[src/rtl/oskm_pkg.sv]
// Shared types, constants and helper functions of the sorted multiset block.
package oskm_pkg;

  localparam int unsigned CAPACITY = 1024;
  localparam int unsigned IDX_W    = $clog2(CAPACITY);
  localparam int unsigned CNT_W    = $clog2(CAPACITY + 1);
  localparam int unsigned DATA_W   = 32;
  localparam int unsigned OCC_W    = 11;
  localparam int unsigned OP_W     = 2;
  localparam int unsigned APB_AW   = 2;
  localparam int unsigned APB_DW   = 32;

  localparam logic [APB_AW-1:0] ADDR_MIN_THRESHOLD = '0;

  typedef logic [DATA_W-1:0] data_t;

  typedef enum logic [OP_W-1:0] {
    OP_INSERT = 2'd0,
    OP_ADD    = 2'd1,
    OP_SUB    = 2'd2,
    OP_QUERY  = 2'd3
  } op_e;

  typedef enum logic [2:0] {
    CMD_IDLE    = 3'd0,
    CMD_INSERT  = 3'd1,
    CMD_ADJUST  = 3'd2,
    CMD_ROTATE  = 3'd3,
    CMD_SHIFT   = 3'd4,
    CMD_RDLOAD  = 3'd5,
    CMD_RDSHIFT = 3'd6
  } cell_cmd_e;

  // Broadcast from the controller to every cell of the row.
  typedef struct packed {
    cell_cmd_e              cmd;
    data_t                  operand;
    logic [CNT_W-1:0]       count;
    logic [IDX_W-1:0]       arg_idx;
  } cell_ctl_t;

  // Flipping the sign bit makes an unsigned compare order signed values.
  function automatic data_t key_of(data_t v);
    key_of = {~v[DATA_W-1], v[DATA_W-2:0]};
  endfunction

  // True when adding delta to the biased key of v carries out, i.e. v wraps.
  function automatic logic add_carry(data_t v, data_t delta);
    logic [DATA_W:0] sum;
    sum       = {1'b0, key_of(v)} + {1'b0, delta};
    add_carry = sum[DATA_W];
  endfunction

endpackage

[src/rtl/oskm_if.sv]
// Valid/ready stream interfaces for the command and result channels.
interface oskm_in_if;
  import oskm_pkg::*;

  logic                valid;
  logic                ready;
  logic [OP_W-1:0]     op;
  logic signed [31:0]  value;

  modport source (output valid, output op, output value, input ready);
  modport sink   (input valid, input op, input value, output ready);
endinterface

interface oskm_out_if;
  import oskm_pkg::*;

  logic                valid;
  logic                ready;
  logic signed [31:0]  kth_value;
  logic                kth_valid;
  logic [31:0]         evicted_total;
  logic [OCC_W-1:0]    occupancy;
  logic                insert_dropped;

  modport source (output valid, output kth_value, output kth_valid, output evicted_total,
                  output occupancy, output insert_dropped, input ready);
  modport sink   (input valid, input kth_value, input kth_valid, input evicted_total,
                  input occupancy, input insert_dropped, output ready);
endinterface

[src/rtl/oskm_ctrl.sv]
// Sequencer that drives the cell row, tracks counters and holds the result beat.
module oskm_ctrl (
  input  logic                  clk_i,
  input  logic                  rst_ni,
  oskm_in_if.sink               in_i,
  oskm_out_if.source            res_o,
  input  oskm_pkg::data_t       thr_i,
  input  oskm_pkg::data_t       head_val_i,
  input  logic                  head_wrap_i,
  input  oskm_pkg::data_t       head_rd_i,
  output oskm_pkg::cell_ctl_t   ctl_o
);
  import oskm_pkg::*;

  typedef enum logic [4:0] {
    ST_IDLE   = 5'b00001,
    ST_ROTATE = 5'b00010,
    ST_EVICT  = 5'b00100,
    ST_READ   = 5'b01000,
    ST_RESP   = 5'b10000
  } state_e;

  state_e            state_q, state_d;
  op_e               op_q, op_d;
  logic [CNT_W-1:0]  count_q, count_d;
  data_t             evict_q, evict_d;
  data_t             max_q, max_d;
  logic [IDX_W-1:0]  steps_q, steps_d;
  data_t             kth_q, kth_d;
  logic              kvalid_q, kvalid_d;
  logic              drop_q, drop_d;
  logic              out_vld_q, out_vld_d;
  data_t             out_kth_q;
  logic              out_kvalid_q;
  data_t             out_evict_q;
  logic [CNT_W-1:0]  out_count_q;
  logic              out_drop_q;
  logic              load_out;

  logic              accept;
  op_e               op_in;
  data_t             v_in;
  data_t             delta;
  logic              carry_any;
  logic              carry_all;
  logic              rank_ok;
  logic [CNT_W-1:0]  rank_pos;
  logic [CNT_W-1:0]  last_pos;

  assign in_i.ready = (state_q == ST_IDLE);
  assign accept     = in_i.valid && in_i.ready;
  assign op_in      = op_e'(in_i.op);
  assign v_in       = data_t'(in_i.value);
  assign delta      = (op_in == OP_SUB) ? (data_t'(0) - v_in) : v_in;
  assign carry_any  = (count_q != '0) && add_carry(max_q, delta);
  assign carry_all  = add_carry(head_val_i, delta);
  assign rank_ok    = !v_in[DATA_W-1] && (v_in != '0) &&
                      (v_in <= DATA_W'(count_q));
  assign rank_pos   = count_q - CNT_W'(v_in);
  assign last_pos   = count_q - CNT_W'(1);

  always_comb begin
    state_d  = state_q;
    op_d     = op_q;
    count_d  = count_q;
    evict_d  = evict_q;
    max_d    = max_q;
    steps_d  = steps_q;
    kth_d    = kth_q;
    kvalid_d = kvalid_q;
    drop_d   = drop_q;
    load_out = 1'b0;

    ctl_o.cmd     = CMD_IDLE;
    ctl_o.operand = v_in;
    ctl_o.count   = count_q;
    ctl_o.arg_idx = last_pos[IDX_W-1:0];

    unique case (state_q)
      ST_IDLE: begin
        if (accept) begin
          op_d     = op_in;
          kth_d    = '0;
          kvalid_d = 1'b0;
          drop_d   = 1'b0;
          state_d  = ST_RESP;
          unique case (op_in)
            OP_INSERT: begin
              if (key_of(v_in) >= key_of(thr_i)) begin
                if (count_q == CNT_W'(CAPACITY)) begin
                  drop_d = 1'b1;
                end else begin
                  ctl_o.cmd = CMD_INSERT;
                  count_d   = count_q + CNT_W'(1);
                  if ((count_q == '0) || (key_of(v_in) > key_of(max_q))) begin
                    max_d = v_in;
                  end
                end
              end
            end
            OP_ADD, OP_SUB: begin
              ctl_o.cmd     = CMD_ADJUST;
              ctl_o.operand = delta;
              if (carry_any && !carry_all) begin
                state_d = ST_ROTATE;
              end else begin
                max_d = max_q + delta;
                if (op_in == OP_SUB) begin
                  state_d = ST_EVICT;
                end
              end
            end
            OP_QUERY: begin
              if (rank_ok) begin
                ctl_o.cmd     = CMD_RDLOAD;
                ctl_o.arg_idx = rank_pos[IDX_W-1:0];
                steps_d       = rank_pos[IDX_W-1:0];
                state_d       = ST_READ;
              end
            end
            default: begin
            end
          endcase
        end
      end
      ST_ROTATE: begin
        // The first wrapped entry reaching the head ends the rotation.
        if (head_wrap_i) begin
          state_d = (op_q == OP_SUB) ? ST_EVICT : ST_RESP;
        end else begin
          ctl_o.cmd = CMD_ROTATE;
          max_d     = head_val_i;
        end
      end
      ST_EVICT: begin
        if ((count_q != '0) && (key_of(head_val_i) < key_of(thr_i))) begin
          ctl_o.cmd = CMD_SHIFT;
          count_d   = count_q - CNT_W'(1);
          evict_d   = evict_q + data_t'(1);
        end else begin
          state_d = ST_RESP;
        end
      end
      ST_READ: begin
        if (steps_q == '0) begin
          kth_d    = head_rd_i;
          kvalid_d = 1'b1;
          state_d  = ST_RESP;
        end else begin
          ctl_o.cmd = CMD_RDSHIFT;
          steps_d   = steps_q - IDX_W'(1);
        end
      end
      ST_RESP: begin
        if (!out_vld_q || res_o.ready) begin
          load_out = 1'b1;
          state_d  = ST_IDLE;
        end
      end
      default: begin
        state_d = ST_IDLE;
      end
    endcase
  end

  always_comb begin
    if (load_out) begin
      out_vld_d = 1'b1;
    end else if (res_o.ready) begin
      out_vld_d = 1'b0;
    end else begin
      out_vld_d = out_vld_q;
    end
  end

  always_ff @(posedge clk_i or negedge rst_ni) begin
    if (!rst_ni) begin
      state_q   <= ST_IDLE;
      count_q   <= '0;
      evict_q   <= '0;
      out_vld_q <= 1'b0;
    end else begin
      state_q   <= state_d;
      count_q   <= count_d;
      evict_q   <= evict_d;
      out_vld_q <= out_vld_d;
    end
  end

  always_ff @(posedge clk_i) begin
    op_q     <= op_d;
    max_q    <= max_d;
    steps_q  <= steps_d;
    kth_q    <= kth_d;
    kvalid_q <= kvalid_d;
    drop_q   <= drop_d;
    if (load_out) begin
      out_kth_q    <= kth_q;
      out_kvalid_q <= kvalid_q;
      out_evict_q  <= evict_q;
      out_count_q  <= count_q;
      out_drop_q   <= drop_q;
    end
  end

  assign res_o.valid          = out_vld_q;
  assign res_o.kth_value      = out_kth_q;
  assign res_o.kth_valid      = out_kvalid_q;
  assign res_o.evicted_total  = out_evict_q;
  assign res_o.occupancy      = OCC_W'(out_count_q);
  assign res_o.insert_dropped = out_drop_q;

endmodule

[src/flat_wrapper.sv]
// flat-port wrapper written by rule: the top's interface ports become plain ports
module oskm_ctrl_flat import oskm_pkg::*;
  (clk_i, rst_ni, thr_i, head_val_i, head_wrap_i, head_rd_i, ctl_o, in_i_valid, in_i_op, in_i_value, in_i_ready, res_o_valid, res_o_kth_value, res_o_kth_valid, res_o_evicted_total, res_o_occupancy, res_o_insert_dropped, res_o_ready);
  oskm_in_if in_i_i ();
  oskm_out_if res_o_i ();
  input  logic clk_i;
  input  logic rst_ni;
  input  oskm_pkg::data_t thr_i;
  input  oskm_pkg::data_t head_val_i;
  input  logic head_wrap_i;
  input  oskm_pkg::data_t head_rd_i;
  output oskm_pkg::cell_ctl_t ctl_o;
  input wire logic [$bits(in_i_i.valid)-1:0] in_i_valid;
  input wire logic [$bits(in_i_i.op)-1:0] in_i_op;
  input wire logic [$bits(in_i_i.value)-1:0] in_i_value;
  output wire logic [$bits(in_i_i.ready)-1:0] in_i_ready;
  output wire logic [$bits(res_o_i.valid)-1:0] res_o_valid;
  output wire logic [$bits(res_o_i.kth_value)-1:0] res_o_kth_value;
  output wire logic [$bits(res_o_i.kth_valid)-1:0] res_o_kth_valid;
  output wire logic [$bits(res_o_i.evicted_total)-1:0] res_o_evicted_total;
  output wire logic [$bits(res_o_i.occupancy)-1:0] res_o_occupancy;
  output wire logic [$bits(res_o_i.insert_dropped)-1:0] res_o_insert_dropped;
  input wire logic [$bits(res_o_i.ready)-1:0] res_o_ready;
  assign in_i_i.valid = in_i_valid;
  assign in_i_i.op = in_i_op;
  assign in_i_i.value = in_i_value;
  assign in_i_ready = in_i_i.ready;
  assign res_o_valid = res_o_i.valid;
  assign res_o_kth_value = res_o_i.kth_value;
  assign res_o_kth_valid = res_o_i.kth_valid;
  assign res_o_evicted_total = res_o_i.evicted_total;
  assign res_o_occupancy = res_o_i.occupancy;
  assign res_o_insert_dropped = res_o_i.insert_dropped;
  assign res_o_i.ready = res_o_ready;
  oskm_ctrl u_core (.clk_i(clk_i), .rst_ni(rst_ni), .in_i(in_i_i), .res_o(res_o_i), .thr_i(thr_i), .head_val_i(head_val_i), .head_wrap_i(head_wrap_i), .head_rd_i(head_rd_i), .ctl_o(ctl_o));
endmodule
[config.mk]
export PLATFORM = sky130hd
export DESIGN_NAME = oskm_ctrl_flat
export DESIGN_NICKNAME = d
export VERILOG_FILES = /design/src/rtl/oskm_pkg.sv /design/src/rtl/oskm_if.sv /design/src/rtl/oskm_ctrl.sv /design/src/flat_wrapper.sv
export SDC_FILE = /design/constraint.sdc
export NUM_CORES = 1
export LEC_CHECK = 0
export ABC_AREA = 1
export BUFFER_PORTS_ARGS = -buffer_cell sky130_fd_sc_hd__buf_2
export CAP_MARGIN = 25
export CELL_PAD_IN_SITES_DETAIL_PLACEMENT = 1
export CELL_PAD_IN_SITES_GLOBAL_PLACEMENT = 1
export CORE_MARGIN = 2
export CORE_UTILIZATION = 30
export CTS_CLUSTER_DIAMETER = 60
export DETAILED_ROUTE_END_ITERATION = 8
export GPL_TIMING_DRIVEN = 0
export PLACE_DENSITY_LB_ADDON = 0.1
export RECOVER_POWER = 25
export SYNTH_ARGS = -nofsm -noshare
export SYNTH_HDL_FRONTEND = slang
export SYNTH_SLANG_ARGS = --single-unit
[constraint.sdc]
create_clock -name clk_i -period 5.8 [get_ports clk_i]
set_input_delay 1.16 -clock clk_i [delete_from_list [all_inputs] [get_ports clk_i]]
set_output_delay 1.16 -clock clk_i [all_outputs]
set_load 0.03 [all_outputs]
==> impl_metrics.ini, run 1 <==
[place]
io_buffers = 269
dp.cells = 3091
post-place-ws_ns = -0.663
gp_congestion = 0.904
dp_hpwl_um = 53500

[floorplan]
die_h_um = 237
core_area_mm2 = 0.0538
top_level_ports = 270
die-width_um = 237
dieArea_mm2 = 0.0562
rows = 85
initial_core_util_pct = 30.3

[detailed_routing]
drtIter0Drc = 893
drt-vias-per-instance = 4.93
drt-total-wl_um = 64500
via_count = 15500
antenna_left = 0
wl_per_cell_um = 20.5
route.detailed.drc = 0
drt_first_pass_iters = 5

[setup_path]
critPathMostFrequentCell = nand2_1
rrSetupSlack_ns = 2.50
critical_path.slowest_cell = o21ai_0
crit_chain = clkbuf_1 -> ha_1 -> clkbuf_1 -> clkbuf_1 -> o31ai_1 -> xor2_1 -> ha_1 -> nand2_1 -> nor2_1 -> nand2_1 -> o21ai_0 -> nand3_1 -> nand3_1 -> nand2_1 -> o21ai_0 -> nand2_1
worstSetupStartpoint = in_i_op[1]
crit_path_end_kind = flop
arrival_ns = 5.60
crit_fanout = 10
crit_path_end = u_core.max_q[29]$_DFFE_PP_
crit_type = primary input to flop
slowest_delay_ns = 0.64
worstReg2RegStart = u_core.state_q[2]$_DFFE_PN0P_
worstRegToRegCells = 7
cp_data_required_time_ns = 6.11
cp-start-kind = primary input
r2r_end = u_core.kth_q[23]$_SDFFCE_PN0P_

[outcome]
outcome = finished, violations left
violations = max-capacitance violations, max-slew violations

[sta]
tns_ns = 0
fmax_ghz = 0.189
slew_headroom_pct = -29.7
rsz0062_at_grt = no
drv_slew = 48
fin_crit_sh_pct = 91.3
worst_slack_ns = 0.505
worst_pin_slew_ns = 1.95
skew_ns = 0.0138
hold_violations = 0
finalCriticalPeriod_ns = 5.29
setup_viol_count_final = 0

[cts]
cts_buffer_depth = 3
cts_made_buffers = 28
root_buffer = clkbuf_16
cts_hold_buf = 0
clkLatencyLatePin_ns = 0.56
htreeDepth = 1
cts.reportedPaths.clkPinSlew_ns = 0.06
clock-sinks = 204
cts_tree = done

[flow_run]
max-cap-violations = 2

[yosys]
ys_async_sr_fraction_pct = 24.0
ys_seq_elements = 204
synth_cell_types = 54
yosysWarnings = 0
yosysSeqAreaShare_pct = 36.1
synth_edf_count = 155
synthFlopType = edfxtp_1
yosysTopAreaCell = edfxtp_1
synth_fp_nets = 2443
synthCells = 2119
synth_top_cell_area_share_pct = 28.6
synth_area_leaders = edfxtp_1 (29%), ha_1 (14%), nand2_1 (12%)
syn-cell-area_mm2 = 0.0163
synth.avg_cell_area_um2 = 7.69

[power_and_ir_drop]
p_total_mw = 8.77
p_leak_nw = 9.47
ir_drop_mv = 0.222
powerDensity_mw_per_mm2 = 448

[cells_and_area]
nFillCells = 6625
layout_common_cells = nand2_1 (501), inv_1 (291), buf_2 (283)
syn_to_final_growth_pct = 20.1
nets = 2750
fin_cells = 3143
layout_commonest_cell = nand2_1
n_antenna_cell = 0
drive_above_1_share_pct = 15.3

[global_route]
grt_overflow_total = 0
grt_pass1_vias = 16100
antenna_found_initial = 3
grt_pass1_wl_um = 97500
grt_max_degree = 36
grt_usage_pct = 22.7

[worst_hold_path]
hold_path.class = flop to flop
==> worst min-delay path by stage <==
stage | slack [ns] | depth (start not counted) | endpoint | from
2_1_floorplan | 0.40 | 0 | u_core.res_o.insert_dropped$_DFFE_PP_ | u_core.drop_q$_SDFFCE_PN0P_
3_3_place_gp | 0.40 | 0 | u_core.res_o.kth_value[21]$_DFFE_PP_ | u_core.kth_q[21]$_SDFFCE_PN0P_
3_5_place_dp | 0.41 | 0 | u_core.res_o.kth_value[13]$_DFFE_PP_ | u_core.kth_q[13]$_SDFFCE_PN0P_
4_1_cts | 0.42 | 0 | u_core.res_o.kth_value[26]$_DFFE_PP_ | u_core.kth_q[26]$_SDFFCE_PN0P_
5_1_grt | 0.43 | 0 | u_core.res_o.kth_value[22]$_DFFE_PP_ | u_core.kth_q[22]$_SDFFCE_PN0P_
6_report | 0.42 | 0 | u_core.res_o.kth_value[26]$_DFFE_PP_ | u_core.kth_q[26]$_SDFFCE_PN0P_
==> stage by stage <==
step,hold slack [ns],instance area (um2),utilization (%)
2_1_floorplan,0.400,16300,-
3_3_place_gp,0.400,18500,34.4
3_5_place_dp,0.405,18700,34.7
4_1_cts,0.420,19600,36.4
5_1_grt,0.426,19600,36.4
6_report,0.416,19600,36.4
==> cell type report <==
type                            count  area (um2)  share of cell area [%]
Buffer                             45         208                    1.06
Multi-Input combinational cell   1571        9090                    46.5
Tap cell                          696         871                    4.45
Inverter                          299        1120                    5.73
Clock buffer                       29         704                    3.60
Sequential cell                   204        5880                    30.0
Timing Repair Buffer              277        1470                    7.49
Clock inverter                     22         230                    1.18
==> repair_timing <==
action	in CTS	in global routing
setup buffers	0	1
setup endpoints to repair	20	32
pin swaps	0	1
hold endpoints to repair	0	0
gates resized for setup	2	1
==> synth_stat cells, drive strengths merged (7+ instances only) <==
master  number
a21o        13
a21oi      153
a31oi        9
buf         23
clkbuf      22
dfrtp       48
edfxtp     155
ha         187
inv        297
nand2      502
nand3       88
nand4       31
nor2       263
nor3        36
nor4        15
o21a         7
o21ai      123
o21bai       9
xnor2        9
xor2        96
==> power breakdown <==
group	internal [mW]	switching, mW	total [mW]
Sequential	2.26	0.311	2.58
Clock	0.996	0.735	1.73
Combinational	1.37	3.10	4.47
==> flip-flops by register name, summed over array words and instances (netlist names), 2 cells and up <==
signal,cells
u_core.steps_q,10
u_core.count_q,11
u_core.kth_q,32
u_core.res_o.occupancy,11
u_core.op_q,2
u_core.max_q,32
u_core.state_q,5
u_core.res_o.kth_value,32
u_core.evict_q,32
u_core.res_o.evicted_total,32
==> cells by family after synthesis <==
kind of cell,Yosys count,synth area share [%]
muxes,2,0.123
xor gates and xnor gates,105,5.69
DFF,204,36.1
AOI/OAI and AO/OA,330,10.9
buffers and inverters,344,8.15
adders and majority gates,189,14.6
and+or+nand+nor,945,24.4
==> metal layers <==
| metal | vias up | routed length, um | GRT usage (%) |
|---|---|---|---|
| li1 | 7619 | - | - |
| met1 | 7560 | 29400 | 29.7 |
| met2 | 239 | 31900 | 40.8 |
| met3 | 70 | 1770 | 1.59 |
| met4 | 2 | 1450 | 5.30 |
| met5 | - | 13 | 0 |
==> critical path, delay by kind of cell <==
kind                       cells  cell delay [ns]
adders and majority gates      2             0.62
buffers and inverters          3             1.40
xor gates and xnor gates       1             0.26
and+or+nand+nor                7             0.99
AOI/OAI and AO/OA              3             1.15
Note: power is estimated with default switching activity, not from simulation.
==> run 2: changes to the inputs <==
CORE_MARGIN = default   (was 2)
clock period = 5.15 ns   (was 5.8 ns; I/O delays follow)
==> impl_metrics.ini, run 2 (synthesis results as in run 1) <==
[outcome]
outcome = finished, violations left
violations = max-capacitance violations, max-slew violations

[cts]
htreeDepth = 1
cts_tree = done
cts_buffer_depth = 3
clkLatencyLatePin_ns = 0.56
root_buffer = clkbuf_16
cts_hold_buf = 0
cts_made_buffers = 28
cts.reportedPaths.clkPinSlew_ns = 0.06
clock-sinks = 204

[sta]
finalCriticalPeriod_ns = 4.96
rsz0062_at_grt = no
worst_slack_ns = 0.195
slew_headroom_pct = -36.7
skew_ns = 0.0239
setup_viol_count_final = 0
fin_crit_sh_pct = 96.2
worst_pin_slew_ns = 2.05
hold_violations = 0
drv_slew = 56
fmax_ghz = 0.202
timing.hold.ws_ns = 0.419

[setup_path]
critPathMostFrequentCell = nand2_1
crit_fanout = 17
worstRegToRegCells = 8
crit_chain = buf_2 -> inv_1 -> ha_1 -> nand3_2 -> nor3_1 -> and3_1 -> xor2_1 -> nand2_1 -> o21ai_0 -> inv_1 -> ha_1 -> nand2_1 -> nor2_1 -> nand4_1 -> nor4_2 -> nand2_1 -> nand3_2 -> o21ai_0 -> nand2_1 -> nand2_1 -> nor2_4 -> buf_16
cp_num_buf_inv = 4
cp_top_family = simple AND/OR/NAND/NOR gates
cp_data_required_time_ns = 5.42
cp-start-kind = primary input
slowest_delay_ns = 0.59
critical_path.slowest_cell = nor3_1
crit_path_end_kind = flop
path_depth = 22
crit_type = primary input to flop
arrival_ns = 5.23

[floorplan]
rows = 85
die-width_um = 235
initial_core_util_pct = 30.3
dieArea_mm2 = 0.0553
die_h_um = 235
core_area_mm2 = 0.0537
top_level_ports = 270

[cells_and_area]
layout_common_cells = nand2_1 (501), inv_1 (292), buf_2 (286)
final_area_mm2 = 0.0197
nFillCells = 6633
syn_to_final_growth_pct = 20.7
nets = 2751
layout_commonest_cell = nand2_1
drive_above_1_share_pct = 15.6

[detailed_routing]
antenna_left = 0
via_count = 15600
drt-vias-per-instance = 4.95
drt_first_pass_iters = 6
route.detailed.drc = 0
drt-total-wl_um = 64200
wl_per_cell_um = 20.4
drtIter0Drc = 653

[global_route]
antenna_found_initial = 9
grt_max_degree = 37
grt_usage_pct = 23.1
grt_pass1_wl_um = 97800
grt_overflow_total = 0
grt_pass1_vias = 16400

[worst_hold_path]
min_path_cells = 0
hold_path.class = flop to flop

[place]
dp_hpwl_um = 53600
post-place-ws_ns = -1.15
io_buffers = 269
place_area_mm2 = 0.0187
gp_congestion = 0.903

[power_and_ir_drop]
powerDensity_mw_per_mm2 = 506
ir_drop_mv = 0.283
p_leak_nw = 9.52
p_total_mw = 9.95

[flow_run]
max-cap-violations = 2
[run 2: cell count changes in the layout (fill, tap and decap cells not counted), sizes merged]
| cell | previous run | this run |
|---|---|---|
| inv | 303 | 304 |
| clkinv | 14 | 13 |
| diode | 0 | 7 |
| buf | 296 | 299 |
| clkinvlp | 2 | 1 |
| clkbuf | 55 | 54 |
| clkdlybuf4s15 | 0 | 1 |
[run 2: path summary, 6_finish.rpt]
check | from | to | slack [ns]
max in group asynchronous | rst_ni | u_core.evict_q[16]$_DFFE_PN0P_ | 2.15
min | u_core.kth_q[24]$_SDFFCE_PN0P_ | u_core.res_o.kth_value[24]$_DFFE_PP_ | 0.42
min in group asynchronous | rst_ni | u_core.count_q[1]$_DFFE_PN0P_ | 0.58
max | in_i_value[0] | u_core.max_q[15]$_DFFE_PP_ | 0.19
min reg2reg | u_core.kth_q[24]$_SDFFCE_PN0P_ | u_core.res_o.kth_value[24]$_DFFE_PP_ | 0.42
max reg2reg | u_core.state_q[2]$_DFFE_PN0P_ | u_core.steps_q[2]$_DFFE_PP_ | 2.01
[run 2: through the flow]
step | utilization (%) | std cells | TNS [ns]
2_1_floorplan | - | 2119 | 0
3_3_place_gp | 34.5 | 3084 | -169.96
3_5_place_dp | 34.8 | 3092 | -39.51
4_1_cts | 36.7 | 3146 | 0
5_1_grt | 36.6 | 3149 | 0
6_report | 36.6 | 3152 | 0
[run 2: cell type report]
cell class	count	area [um2]	area share (%)
Multi-Input combinational cell	1571	9100	46.3
Clock inverter	21	248	1.26
Clock buffer	31	732	3.72
Sequential cell	204	5880	29.9
Inverter	299	1120	5.71
Tap cell	696	871	4.43
Antenna cell	7	17.5	0.0891
Timing Repair Buffer	279	1490	7.56
Buffer	44	210	1.07
[run 2: layer usage]
layer	track usage [%]	part of all wire, %	vias up
met5	0	0.040	-
met4	7.74	3.1	4
met3	3.15	4.0	81
met2	39.7	48	281
met1	29.7	44	7600
li1	-	-	7631
[run 2: repair_timing]
action,in CTS,in global routing
endpoints found under the hold margin,0,0
setup buffers,2,0
resized for setup,2,3
endpoints found under the setup margin,32,36
pin swaps,1,0
[run 2: power by group]
group          internal [mW]  leakage, nW  total (mW)  switching (mW)
combinational           1.56         7.01        5.05            3.49
sequential              2.55         2.03        2.90           0.351
clock                   1.16        0.481        2.00           0.841
==> run 3: changes to the inputs <==
ABC_AREA = default   (was 1)
CORE_UTILIZATION = 35   (was 30)
SETUP_SLACK_MARGIN = 0.4   (was default)
==> impl_metrics.ini, run 3 <==
[floorplan]
initial_core_util_pct = 35.7
die_h_um = 210
die-width_um = 210
dieArea_mm2 = 0.0439
core_area_mm2 = 0.0422
top_level_ports = 270
rows = 75

[sta]
fin_crit_sh_pct = 98.8
worst_pin_slew_ns = 1.84
skew_ns = 0.0376
fmax_ghz = 0.197
worst_slack_ns = 0.0618
setup_viol_count_final = 0
rsz0062_at_grt = yes
finalCriticalPeriod_ns = 5.09
slew_headroom_pct = -22.6
drv_slew = 34
hold_violations = 0

[detailed_routing]
drtIter0Drc = 685
drt-total-wl_um = 55100
drt_first_pass_iters = 5
route.detailed.drc = 0
antenna_left = 0
via_count = 13300
wl_per_cell_um = 22.7
drt-vias-per-instance = 5.47

[cells_and_area]
nets = 2193
layout_commonest_cell = buf_2
syn_to_final_growth_pct = 27.4
final_util_pct = 45.5
layout_common_cells = buf_2 (263), ha_1 (181), edfxtp_1 (155)
fin_cells = 2428
final_area_mm2 = 0.0192
drive_above_1_share_pct = 26.2
nFillCells = 4801

[flow_run]
max-cap-violations = 1

[cts]
clkLatencyLatePin_ns = 0.58
cts.reportedPaths.clkPinSlew_ns = 0.06
htreeDepth = 1
cts_made_buffers = 27
root_buffer = clkbuf_16
cts_buffer_depth = 3
cts_tree = done
clock-sinks = 204
cts_hold_buf = 0

[yosys]
ys_top_cells_by_count = ha_1 (187), edfxtp_1 (155), xnor2_1 (120)
synth.avg_cell_area_um2 = 9.95
syn-cell-area_mm2 = 0.0151
synth_edf_count = 155
synth_mux_area_share_pct = 2.15
yosysSeqAreaShare_pct = 39.0
synth_cell_types = 86
synth_top_cell_area_share_pct = 30.9
yosysTopAreaCell = edfxtp_1
synthFlopType = edfxtp_1
ys_seq_elements = 204
yosysWarnings = 0
synth_area_leaders = edfxtp_1 (31%), ha_1 (16%), dfrtp_1 (8.0%)
synthAdderAreaFrac_pct = 15.8
ys_async_sr_fraction_pct = 24.0
synthCells = 1516
post-synth-top-count-cell = ha_1
synth_fp_nets = 1840
synth_top_family_by_area = simple AND/OR/NAND/NOR gates
synth_xor_area_share_pct = 8.36
synth_simple_gate_area_share_pct = 16.0
synth_compound_area_share_pct = 14.6

[worst_hold_path]
hold_path.class = flop to flop
hp-start = u_core.kth_q[9]$_SDFFCE_PN0P_
min_path_cells = 0

[place]
place_area_mm2 = 0.0174
io_buffers = 269
gp_congestion = 0.872
post-place-ws_ns = -2.13
dp_hpwl_um = 43000
dp.cells = 2332

[global_route]
antenna_found_initial = 1
grt_pass1_vias = 13800
grt_overflow_total = 0
grt_pass1_wl_um = 83300
grt_max_degree = 34
grt_usage_pct = 24.7

[setup_path]
critPathMostFrequentCell = buf_12
worstRegToRegCells = 14
crit_fanout = 6
slowest_delay_ns = 0.39
worstSetupStartpoint = in_i_value[0]
worstReg2RegStart = u_core.count_q[0]$_DFFE_PN0P_
crit_path_end_kind = flop
path_depth = 23
arrival_ns = 5.40
cp_top_family = compound AO/OA/AOI/OAI gates
cp_num_buf_inv = 6
crit_type = primary input to flop
critical_path.slowest_cell = or3b_4
cp_data_required_time_ns = 5.46
crit_chain = buf_12 -> clkinvlp_4 -> ha_4 -> or3b_4 -> nor3_4 -> buf_6 -> nand3_4 -> or3_4 -> or2_4 -> o31ai_4 -> xnor2_2 -> ha_1 -> and3_4 -> a22o_1 -> o221ai_2 -> o211ai_1 -> a211oi_2 -> o41ai_4 -> o21ai_1 -> a22oi_2 -> buf_8 -> buf_12 -> buf_12
cp-start-kind = primary input

[outcome]
outcome = finished, violations left
violations = max-capacitance violations, max-slew violations

[power_and_ir_drop]
ir_drop_mv = 0.201
powerDensity_mw_per_mm2 = 450
p_total_mw = 8.65
p_leak_nw = 8.39
[run 3: cell count changes after synthesis, sizes merged, moves of 20 or more]
cell	change
and3	+32
mux2i	+27
nor2	-198
xnor2	+111
a21o	+24
xor2	-72
inv	-185
or3	+20
nand2	-398
a21oi	-58
nand3	-31
and2	+42
o21ai	-33
[run 3: final cells by class]
type / count / area (um2) / share of cell area, %
Sequential cell: 204 / 5880 / 30.6
Antenna cell: 1 / 2.50 / 0.0130
Clock inverter: 14 / 171 / 0.892
Timing Repair Buffer: 324 / 1920 / 9.97
Clock buffer: 34 / 712 / 3.70
Inverter: 113 / 434 / 2.26
Buffer: 48 / 239 / 1.24
Multi-Input combinational cell: 1151 / 9190 / 47.8
Tap cell: 539 / 674 / 3.51
[run 3: routing by layer]
metal  global-route usage [%]  vias to the layer above  wire length (um)
li1                         -                     6287                 -
met1                     33.0                     6608             24800
met2                     42.2                      325             26500
met3                     2.84                       67              2530
met4                     6.67                        0              1300
met5                        0                        -                 0
[run 3: per-stage QoR]
step / hold WS, ns / setup TNS, ns
2_1_floorplan: 0.400 / -21.61
3_3_place_gp: 0.401 / -128.60
3_5_place_dp: 0.406 / -92.64
4_1_cts: 0.402 / -0.0708
5_1_grt: 0.423 / -1.10
6_report: 0.415 / 0
[run 3: cell families (layout without fill, tap and decap cells)]
logic type	Yosys count	in the layout
flip-flops	204	204
other	0	1
XOR/XNOR	144	144
buffers and inverters	161	533
adder cells (fa/ha/maj)	189	189
AND/OR/NAND/NOR	445	445
AO/OA/AOI/OAI	341	341
multiplexers	32	32
[run 3: final timing paths]
path	to	slack [ns]
worst max-delay path	u_core.max_q[15]$_DFFE_PP_	0.06
worst min-delay path	u_core.res_o.kth_value[9]$_DFFE_PP_	0.42
worst max register to register	u_core.max_q[15]$_DFFE_PP_	1.29
worst min register to register	u_core.res_o.kth_value[9]$_DFFE_PP_	0.42
max in group asynchronous	u_core.evict_q[18]$_DFFE_PN0P_	2.29
min in group asynchronous	u_core.count_q[6]$_DFFE_PN0P_	0.61
[run 3: repair_timing]
| action | CTS | global route |
|---|---|---|
| gates resized for setup | 80 | 64 |
| gates cloned | 1 | 0 |
| buffers inserted | 32 | 14 |
| pin swaps | 33 | 28 |
| setup endpoints to repair | 96 | 63 |
| endpoints found under the hold margin | 0 | 0 |
[run 3: report_power, final]
group,total (mW),leakage [nW],switching [mW],internal [mW]
Sequential,2.52,2.08,0.223,2.30
Clock,1.89,0.432,0.788,1.10
Combinational,4.24,5.88,2.60,1.64
